### config.mk
export PLATFORM = sky130hd
export DESIGN_NAME = arp_cache_resolver
export DESIGN_NICKNAME = d
export VERILOG_FILES = /design/src/rtl/core/arpc_pkg.sv /design/src/rtl/core/arpc_cell.sv /design/src/rtl/core/arp_cache_resolver.sv
export SDC_FILE = /design/constraint.sdc
export NUM_CORES = 2
export LEC_CHECK = 0
export BUFFER_PORTS_ARGS = -buffer_cell sky130_fd_sc_hd__buf_2
export CORE_ASPECT_RATIO = 1.5
export CORE_MARGIN = 2
export CORE_UTILIZATION = 49
export CTS_CLUSTER_DIAMETER = 120
export CTS_CLUSTER_SIZE = 30
export DETAILED_ROUTE_END_ITERATION = 16
export GPL_TIMING_DRIVEN = 0
export MAX_ROUTING_LAYER = met4
export PLACE_DENSITY_LB_ADDON = 0.2
export SLEW_MARGIN = 30
export SYNTH_ARGS = -nofsm -noshare
export SYNTH_HDL_FRONTEND = slang
export SYNTH_SLANG_ARGS = --single-unit
### constraint.sdc
create_clock -name clk -period 10.12 [get_ports clk]
set_clock_uncertainty 0.15 [all_clocks]
set_input_delay 1.012 -clock clk [delete_from_list [all_inputs] [get_ports clk]]
set_output_delay 1.012 -clock clk [all_outputs]
set_load 0.005 [all_outputs]
### src/rtl/core/arpc_pkg.sv
// ----------------------------------------------------------------------------
// arpc_pkg: shared types and constants of the ARP cache resolver
// Field widths, function and status codes, and the structs that travel
// along the cell chain.
// ----------------------------------------------------------------------------
package arpc_pkg;

	localparam int IP_W              = 32;
	localparam int MAC_W             = 48;
	localparam int RX_OP_W           = 16;
	localparam int TABLE_ENTRIES_DEF = 16;
	localparam int CFG_IDX_W         = 1;

	localparam logic [MAC_W-1:0] BCAST_MAC = '1;

	// configuration register indexes
	localparam logic [CFG_IDX_W-1:0] CFG_MY_IP  = 1'd0;
	localparam logic [CFG_IDX_W-1:0] CFG_MY_MAC = 1'd1;

	// item functions
	typedef enum logic [2:0] {
		FN_RESOLVE = 3'd0,
		FN_RX      = 3'd1,
		FN_ADD     = 3'd2,
		FN_DELETE  = 3'd3,
		FN_CLEAR   = 3'd4
	} func_t;

	// result status codes
	localparam logic [2:0] STAT_DONE     = 3'd0;
	localparam logic [2:0] STAT_REQ      = 3'd1;
	localparam logic [2:0] STAT_PEND     = 3'd2;
	localparam logic [2:0] STAT_RESOLVED = 3'd3;
	localparam logic [2:0] STAT_REPLY    = 3'd4;
	localparam logic [2:0] STAT_FULL     = 3'd5;
	localparam logic [2:0] STAT_IGNORED  = 3'd6;

	// received and emitted ARP operations
	localparam logic [RX_OP_W-1:0] RX_OP_REQ = 16'd1;
	localparam logic [RX_OP_W-1:0] RX_OP_REP = 16'd2;
	localparam logic [1:0]         TX_OP_REQ = 2'd1;
	localparam logic [1:0]         TX_OP_REP = 2'd2;

	// search probe walking the chain; slot indexes travel beside it
	typedef struct packed {
		logic             vld;
		logic             hit;
		logic             hit_res;
		logic [MAC_W-1:0] hit_mac;
		logic             free;
	} probe_t;

	// entry write data
	typedef struct packed {
		logic             vld;
		logic [IP_W-1:0]  ip;
		logic [MAC_W-1:0] mac;
		logic             res;
	} entry_t;

endpackage

### src/rtl/core/arpc_cell.sv
// ----------------------------------------------------------------------------
// arpc_cell: one table slot of the ARP cache
// Holds one entry and one stage of the search probe. The probe picks up the
// first matching slot and the first free slot as it passes.
// ----------------------------------------------------------------------------
module arpc_cell #(
	parameter int IDX = 0,
	parameter int IW  = 4
) (
	input  logic                    clk,
	input  logic                    arst_n,
	input  logic [arpc_pkg::IP_W-1:0] key,
	input  arpc_pkg::probe_t        probe_i,
	input  logic [IW-1:0]           hit_idx_i,
	input  logic [IW-1:0]           free_idx_i,
	output arpc_pkg::probe_t        probe_o,
	output logic [IW-1:0]           hit_idx_o,
	output logic [IW-1:0]           free_idx_o,
	input  logic                    wr_en,
	input  logic [IW-1:0]           wr_idx,
	input  arpc_pkg::entry_t        wr_data,
	input  logic                    clr_all
);
	import arpc_pkg::*;

	localparam logic [IW-1:0] MY_IDX = IW'(IDX);

	logic             vld_q;
	logic [IP_W-1:0]  ip_q;
	logic [MAC_W-1:0] mac_q;
	logic             res_q;

	probe_t          probe_n, probe_q;
	logic [IW-1:0]   hit_idx_n, hit_idx_q;
	logic [IW-1:0]   free_idx_n, free_idx_q;

	// entry valid bit
	always_ff @(posedge clk or negedge arst_n) begin
		if (!arst_n) begin
			vld_q <= 1'b0;
		end else if (clr_all) begin
			vld_q <= 1'b0;
		end else if (wr_en && wr_idx == MY_IDX) begin
			vld_q <= wr_data.vld;
		end
	end

	// entry payload
	always_ff @(posedge clk) begin
		if (wr_en && wr_idx == MY_IDX) begin
			ip_q  <= wr_data.ip;
			mac_q <= wr_data.mac;
			res_q <= wr_data.res;
		end
	end

	// probe update: first match and first free slot win
	always_comb begin
		probe_n    = probe_i;
		hit_idx_n  = hit_idx_i;
		free_idx_n = free_idx_i;
		if (probe_i.vld) begin
			if (!probe_i.hit && vld_q && ip_q == key) begin
				probe_n.hit     = 1'b1;
				probe_n.hit_res = res_q;
				probe_n.hit_mac = mac_q;
				hit_idx_n       = MY_IDX;
			end
			if (!probe_i.free && !vld_q) begin
				probe_n.free = 1'b1;
				free_idx_n   = MY_IDX;
			end
		end
	end

	// probe stage register
	always_ff @(posedge clk or negedge arst_n) begin
		if (!arst_n) begin
			probe_q <= '0;
		end else begin
			probe_q <= probe_n;
		end
	end

	always_ff @(posedge clk) begin
		hit_idx_q  <= hit_idx_n;
		free_idx_q <= free_idx_n;
	end

	assign probe_o    = probe_q;
	assign hit_idx_o  = hit_idx_q;
	assign free_idx_o = free_idx_q;

endmodule

### src/rtl/core/arp_cache_resolver.sv
// ----------------------------------------------------------------------------
// arp_cache_resolver: ARP address resolution cache
// IPv4-to-MAC table in a chain of slot cells, with resolve, received frame,
// add, delete and clear operations.
// ----------------------------------------------------------------------------
// One item is in work at a time. The accepted input beat starts the search
// probe through the start register; the probe then walks the slot chain one
// cell per cycle, registered in each cell. The tail outcome is then latched
// in its own register. The decision, together with the write of the chosen
// slot, loads the output register, which presents the result beat. The next
// input beat can be taken in the cycle after the decision. The result sits
// in an output register, so the next item is taken
// while it waits. A decision that finds the previous result still waiting
// stalls until that beat is taken. Configuration writes are taken in any
// cycle (cfg_ready is always high); index 0 is my_ip (cfg_data[31:0]),
// index 1 is my_mac.
module arp_cache_resolver #(
	parameter int TABLE_ENTRIES = arpc_pkg::TABLE_ENTRIES_DEF
) (
	input  logic                          clk,
	input  logic                          arst_n,
	// configuration
	input  logic                          cfg_valid,
	output logic                          cfg_ready,
	input  logic [arpc_pkg::CFG_IDX_W-1:0] cfg_index,
	input  logic [arpc_pkg::MAC_W-1:0]    cfg_data,
	// items
	input  logic                          in_valid,
	output logic                          in_ready,
	input  logic [2:0]                    func,
	input  logic [arpc_pkg::RX_OP_W-1:0]  opcode,
	input  logic [arpc_pkg::IP_W-1:0]     sender_ip,
	input  logic [arpc_pkg::MAC_W-1:0]    sender_mac,
	input  logic [arpc_pkg::IP_W-1:0]     target_ip,
	input  logic                          entry_complete,
	// results
	output logic                          out_valid,
	input  logic                          out_ready,
	output logic [2:0]                    status,
	output logic                          frame_valid,
	output logic [1:0]                    frame_opcode,
	output logic [arpc_pkg::MAC_W-1:0]    frame_sender_mac,
	output logic [arpc_pkg::IP_W-1:0]     frame_sender_ip,
	output logic [arpc_pkg::MAC_W-1:0]    frame_target_mac,
	output logic [arpc_pkg::IP_W-1:0]     frame_target_ip,
	output logic [arpc_pkg::MAC_W-1:0]    resolved_mac
);
	import arpc_pkg::*;

	localparam int IW = (TABLE_ENTRIES > 1) ? $clog2(TABLE_ENTRIES) : 1;

	typedef enum logic [2:0] {
		S_IDLE   = 3'b001,
		S_SEARCH = 3'b010,
		S_DECIDE = 3'b100
	} state_t;

	state_t state_q;

	logic [IP_W-1:0]    my_ip_q;
	logic [MAC_W-1:0]   my_mac_q;

	logic [2:0]         func_q;
	logic [RX_OP_W-1:0] opcode_q;
	logic [IP_W-1:0]    s_ip_q;
	logic [MAC_W-1:0]   s_mac_q;
	logic [IP_W-1:0]    t_ip_q;
	logic               comp_q;
	logic [IP_W-1:0]    key_q;
	logic               start_q;

	probe_t             fin_q;
	logic [IW-1:0]      fin_hit_idx_q, fin_free_idx_q;

	probe_t             probe   [TABLE_ENTRIES+1];
	logic [IW-1:0]      hit_idx [TABLE_ENTRIES+1];
	logic [IW-1:0]      free_idx[TABLE_ENTRIES+1];

	logic               wr_en;
	logic [IW-1:0]      wr_idx;
	entry_t             wr_data;
	logic               clr_all;

	logic               in_acc;
	logic               commit;

	logic               out_valid_q;
	logic [2:0]         status_n, status_q;
	logic               fv_n, fv_q;
	logic [1:0]         fop_n, fop_q;
	logic [MAC_W-1:0]   fsmac_n, fsmac_q;
	logic [IP_W-1:0]    fsip_n, fsip_q;
	logic [MAC_W-1:0]   ftmac_n, ftmac_q;
	logic [IP_W-1:0]    ftip_n, ftip_q;
	logic [MAC_W-1:0]   rmac_n, rmac_q;

	// configuration registers
	assign cfg_ready = 1'b1;

	always_ff @(posedge clk or negedge arst_n) begin
		if (!arst_n) begin
			my_ip_q  <= '0;
			my_mac_q <= '0;
		end else if (cfg_valid) begin
			case (cfg_index)
				CFG_MY_IP:  my_ip_q  <= cfg_data[IP_W-1:0];
				CFG_MY_MAC: my_mac_q <= cfg_data;
				default: ;
			endcase
		end
	end

	// handshakes
	assign in_ready = (state_q == S_IDLE);
	assign in_acc   = in_valid && in_ready;
	assign commit   = (state_q == S_DECIDE) && (!out_valid_q || out_ready);

	// item capture; a received reply is keyed by its sender IP
	always_ff @(posedge clk) begin
		if (in_acc) begin
			func_q   <= func;
			opcode_q <= opcode;
			s_ip_q   <= sender_ip;
			s_mac_q  <= sender_mac;
			t_ip_q   <= target_ip;
			comp_q   <= entry_complete;
			key_q    <= (func_t'(func) == FN_RX) ? sender_ip : target_ip;
		end
	end

	// sequencer
	always_ff @(posedge clk or negedge arst_n) begin
		if (!arst_n) begin
			state_q <= S_IDLE;
			start_q <= 1'b0;
		end else begin
			start_q <= in_acc;
			case (state_q)
				S_IDLE:   if (in_acc) state_q <= S_SEARCH;
				S_SEARCH: if (probe[TABLE_ENTRIES].vld) state_q <= S_DECIDE;
				S_DECIDE: if (commit) state_q <= S_IDLE;
				default:  state_q <= S_IDLE;
			endcase
		end
	end

	// probe enters at the head of the chain
	assign probe[0]    = '{vld: start_q, hit: 1'b0, hit_res: 1'b0, hit_mac: '0, free: 1'b0};
	assign hit_idx[0]  = '0;
	assign free_idx[0] = '0;

	// slot chain
	for (genvar i = 0; i < TABLE_ENTRIES; i++) begin : g_cell
		arpc_cell #(
			.IDX (i),
			.IW  (IW)
		) u_cell (
			.clk        (clk),
			.arst_n     (arst_n),
			.key        (key_q),
			.probe_i    (probe[i]),
			.hit_idx_i  (hit_idx[i]),
			.free_idx_i (free_idx[i]),
			.probe_o    (probe[i+1]),
			.hit_idx_o  (hit_idx[i+1]),
			.free_idx_o (free_idx[i+1]),
			.wr_en      (wr_en),
			.wr_idx     (wr_idx),
			.wr_data    (wr_data),
			.clr_all    (clr_all)
		);
	end

	// search outcome at the tail
	always_ff @(posedge clk) begin
		if (probe[TABLE_ENTRIES].vld) begin
			fin_q          <= probe[TABLE_ENTRIES];
			fin_hit_idx_q  <= hit_idx[TABLE_ENTRIES];
			fin_free_idx_q <= free_idx[TABLE_ENTRIES];
		end
	end

	// decision: table write and result
	always_comb begin
		wr_en    = 1'b0;
		wr_idx   = fin_hit_idx_q;
		wr_data  = '{vld: 1'b1, ip: key_q, mac: s_mac_q, res: 1'b1};
		clr_all  = 1'b0;
		status_n = STAT_IGNORED;
		fv_n     = 1'b0;
		fop_n    = '0;
		fsmac_n  = '0;
		fsip_n   = '0;
		ftmac_n  = '0;
		ftip_n   = '0;
		rmac_n   = '0;
		case (func_t'(func_q))
			FN_RESOLVE: begin
				if (fin_q.hit) begin
					if (fin_q.hit_res) begin
						status_n = STAT_RESOLVED;
						rmac_n   = fin_q.hit_mac;
					end else begin
						status_n = STAT_PEND;
					end
				end else if (fin_q.free) begin
					wr_en    = 1'b1;
					wr_idx   = fin_free_idx_q;
					wr_data  = '{vld: 1'b1, ip: t_ip_q, mac: BCAST_MAC, res: 1'b0};
					status_n = STAT_REQ;
					fv_n     = 1'b1;
					fop_n    = TX_OP_REQ;
					fsmac_n  = my_mac_q;
					fsip_n   = s_ip_q;
					ftmac_n  = BCAST_MAC;
					ftip_n   = t_ip_q;
				end else begin
					status_n = STAT_FULL;
				end
			end
			FN_RX: begin
				if (opcode_q == RX_OP_REQ) begin
					if (t_ip_q == my_ip_q) begin
						status_n = STAT_REPLY;
						fv_n     = 1'b1;
						fop_n    = TX_OP_REP;
						fsmac_n  = my_mac_q;
						fsip_n   = my_ip_q;
						ftmac_n  = s_mac_q;
						ftip_n   = s_ip_q;
					end
				end else if (opcode_q == RX_OP_REP) begin
					if (fin_q.hit) begin
						wr_en    = 1'b1;
						status_n = STAT_DONE;
					end
				end
			end
			FN_ADD: begin
				wr_data = '{vld: 1'b1, ip: t_ip_q, mac: s_mac_q, res: comp_q};
				if (fin_q.hit) begin
					wr_en    = 1'b1;
					status_n = STAT_DONE;
				end else if (fin_q.free) begin
					wr_en    = 1'b1;
					wr_idx   = fin_free_idx_q;
					status_n = STAT_DONE;
				end else begin
					status_n = STAT_FULL;
				end
			end
			FN_DELETE: begin
				wr_en        = fin_q.hit;
				wr_data.vld  = 1'b0;
				status_n     = STAT_DONE;
			end
			FN_CLEAR: begin
				clr_all  = 1'b1;
				status_n = STAT_DONE;
			end
			default: ;
		endcase
		// table changes only in the commit cycle
		wr_en   = wr_en && commit;
		clr_all = clr_all && commit;
	end

	// output register
	always_ff @(posedge clk or negedge arst_n) begin
		if (!arst_n) begin
			out_valid_q <= 1'b0;
		end else if (commit) begin
			out_valid_q <= 1'b1;
		end else if (out_ready) begin
			out_valid_q <= 1'b0;
		end
	end

	always_ff @(posedge clk) begin
		if (commit) begin
			status_q <= status_n;
			fv_q     <= fv_n;
			fop_q    <= fop_n;
			fsmac_q  <= fsmac_n;
			fsip_q   <= fsip_n;
			ftmac_q  <= ftmac_n;
			ftip_q   <= ftip_n;
			rmac_q   <= rmac_n;
		end
	end

	assign out_valid        = out_valid_q;
	assign status           = status_q;
	assign frame_valid      = fv_q;
	assign frame_opcode     = fop_q;
	assign frame_sender_mac = fsmac_q;
	assign frame_sender_ip  = fsip_q;
	assign frame_target_mac = ftmac_q;
	assign frame_target_ip  = ftip_q;
	assign resolved_mac     = rmac_q;

endmodule

==> out/results.tsv <==
metric	value	unit
clock network latency to the later pin of the worst-skew pair	0.79	ns
most common cell after layout, fill and taps aside	edfxtp_1	
cell type with the largest total area after synthesis	edfxtp_1	
I/O pin count	403	
Hold Path Class	in2reg	
clock root cell	clkbuf_16	
Routed Wire Length	236000	um
required time reported for the critical path endpoint	10.57	ns
top area cells in the synthesized netlist	edfxtp_1 (53%), dfrtp_1 (24%), mux2_2 (9.1%)	
top-area cell type share of the netlist area	52.7	%
Detail Route Antenna Nets	0	
input/output buffers	401	
DRC violations left	0	
Synth Register Bits	2764	
die height	554	um
kind of end point of the critical path	flop	
family with the most delay on the worst path	simple AND/OR/NAND/NOR gates	
CTS HTree Levels	3	
wire length of the first global-routing pass	339000	um
WHS	0.232	ns
maximum number of pins on one net before global-route repair	111	
final net count	6003	
main combinational cell family by area after synthesis	multiplexers	
area taken by multi-input logic gates	20400	um^2
slew at the pin closest to its max-slew limit	1.04	ns
Reg clk slew, reported paths	0.12	ns
outcome	completed	
initial core utilization	49.4	%
time the final worst path needs with I/O delays and setup	4.72	ns
register-to-register setup slack	5.40	ns
wire length per cell	27.6	um
Mapped Cells	5238	
highest achievable clock rate	212	MHz
most frequent cells in the layout	edfxtp_1 (1733), dfrtp_1 (931), mux2_2 (802), buf_2 (511), xor2_1 (427)	
Synthesized Nets	5424	
biggest cell delay along the critical path	0.79	ns
Maximum Capacitance Violations	0	
parity-gate share of the synthesized area counting xor and xnor cells	4.82	%
CP Data Arrival Time	5.17	ns
detailed placer's ending HPWL	164000	um
Setup WS pre-CTS	5.40	ns
clock tree from TritonCTS	done	
Crit Path Category	reg2reg	
number of buffers between clock root and the deepest sink	3	
floorplan die width	371	um
portion of the post-synthesis area used by sequential elements	78.3	%
post-CTS setup-driven buffer insertion count	0	
hold path cells	1	
PwrDens	161	nW/um^2
fill cell instance count of the final layout	15900	
critical path startpoint category	flop	
layout cell share with drive strength beyond 1	28.4	%
register area	77400	um^2
cell seen most often among critical-path stages	buf_2	
post-synth design cell area	98800	um^2
via count	46700	
number of enable flip-flop cells after synthesis	1733	
Peak VDD IR	0.141	mV
TritonCTS Sinks	2764	
Core Box Area	200000	um^2
unrepaired setup endpoints after global routing	no	
number of global-route vias before repair	48800	
top_reg_cell synth	edfxtp_1	
Period Utilization, post-route	46.6	%
Detailed Routing Iterations Pass 1	6	
final estimated routing congestion in global placement	0.903	
Total Neg Setup Slack	0	ns
total setup violations reported at the end of the flow	0	
final count of pins violating max slew	0	
chain of cells forming the critical path	nor4_1, nand4_1, or4b_1, nor4_2, buf_2, buf_2, a22o_1	
count of instances resized after the clock tree is built	0	
post-synthesis to final-layout area growth	10.1	%
Post-Synthesis Mean Instance Area	18.9	um^2
final design instance area without fill	109000	um^2
GRT Residual Overflow	0	
Synth cell types	55	
post-synthesis adder-cell area fraction	0	%
Static Leak	43.6	nW
setup ws final	5.40	ns
Die Outline Area	205000	um^2
length in cells of the worst reg-to-reg path	7	
CTS Buf Count	102	
multiplexer share of the synthesized area	10.0	%
critical path depth in cells	7	
Placement Rows	201	
simple-gate area share of the yosys netlist	3.87	%
Compound-Gate Fraction of Synth Area	1.77	%
count of endpoints failing hold in the final timing report	0	
DRT iter0 DRCs	4095	
Placed Area	106000	um^2
global routing usage summed across all routing layers	23.8	%
CP max-delay cell	nand4_1	
critical-path maximum fanout	10	
crit path buf inv count	2	
power after layout	0.0175	W
average vias per placed instance	5.45	
initial antenna violation count	23	
warning count from the yosys run	0	
Post-synth ARST share	33.8	%
slew margin rel.	29.9	%
[metal layers]
layer | vias up | global-route usage [%] | share of wire, %
met4 | 0 | 11.4 | 5.5
li1 | 20300 | - | -
met1 | 24600 | 27.3 | 37
met2 | 1443 | 40.4 | 51
met3 | 407 | 4.11 | 6.1
met5 | - | - | 0
[final cells by class]
cell class              instances  area share [%]
multi-input cells            2244            18.8
plain buffers                 214            1.06
repair buffers                475            3.07
clock inverters                 7           0.114
inverters                      16           0.122
clock buffers                 187            2.67
diodes                         20          0.0460
well taps                    2639            3.03
flip-flops and latches       2764            71.1
[through the flow]
| step | std cells | util (%) |
|---|---|---|
| 5_1_grt | 8560 | 54.3 |
| 6_report | 8566 | 54.4 |
| 2_1_floorplan | 5238 | - |
| 3_5_place_dp | 8351 | 52.8 |
| 3_3_place_gp | 8278 | 52.0 |
| 4_1_cts | 8546 | 54.3 |
[synthesized netlist by cell type, types with 49 or more instances]
cell,count
dfxtp_1,98
dfrtp_1,932
mux2_2,802
clkbuf_1,59
or2_2,74
edfxtp_1,1733
nand2b_1,87
nor4_1,104
a22o_1,64
xor2_1,427
and2_1,98
buf_2,110
a21o_1,49
a21boi_0,50
xnor2_1,117
mux2_1,78
[path summary, 6_finish.rpt]
| kind | start | endpoint |
|---|---|---|
| worst max-delay path | opcode_q[13] | frame_target_ip[16] |
| worst min-delay path | opcode[0] | opcode_q[0] |
| worst max register to register | opcode_q[13] | frame_target_ip[16] |
| worst min register to register | start_q | g_cell[0].u_cell.probe_o[51] |
| max in group asynchronous | arst_n | g_cell[3].u_cell.probe_o[7] |
| min in group asynchronous | arst_n | g_cell[7].u_cell.probe_o[39] |
[logic make-up (layout without fill, tap and decap cells)]
group / after synthesis / count (layout)
flip-flops: 2764 / 2764
multiplexers: 881 / 881
other: 1 / 21
XOR/XNOR: 544 / 544
buffers and inverters: 230 / 899
AO/OA/AOI/OAI: 224 / 224
AND/OR/NAND/NOR: 594 / 594
[worst reg2reg max path, stage by stage, from the launching register on]
cell and delay [ns]:
edfxtp_1 0.38, nor4_1 0.39, nand4_1 0.79, or4b_1 0.81, nor4_2 0.40, buf_2 0.59
buf_2 0.70, a22o_1 0.35
[where the power goes]
part           leakage [nW]  switching [W]  internal, W
Clock                  1.43        0.00328      0.00199
Combinational          12.8       0.000145     0.000103
Sequential             29.4      0.0000341       0.0119
[sequential cells by signal (all words and copies together), names as in the netlist, 48 cells and up]
register and flops:
g_cell.u_cell.hit_idx_o 49, frame_sender_mac 48, g_cell.u_cell.ip_q 512, g_cell.u_cell.probe_o 832, g_cell.u_cell.mac_q 768, g_cell.u_cell.free_idx_o 49
s_mac_q 48, frame_target_mac 48, resolved_mac 48, my_mac_q 48, fin_q 51
[timing repair]
item / in CTS / in global routing
hold buffers: 1 / 0
hold endpoints to repair: 64 / 0
endpoints found under the setup margin: 0 / 0
Note: power is estimated with default switching activity, not from simulation.
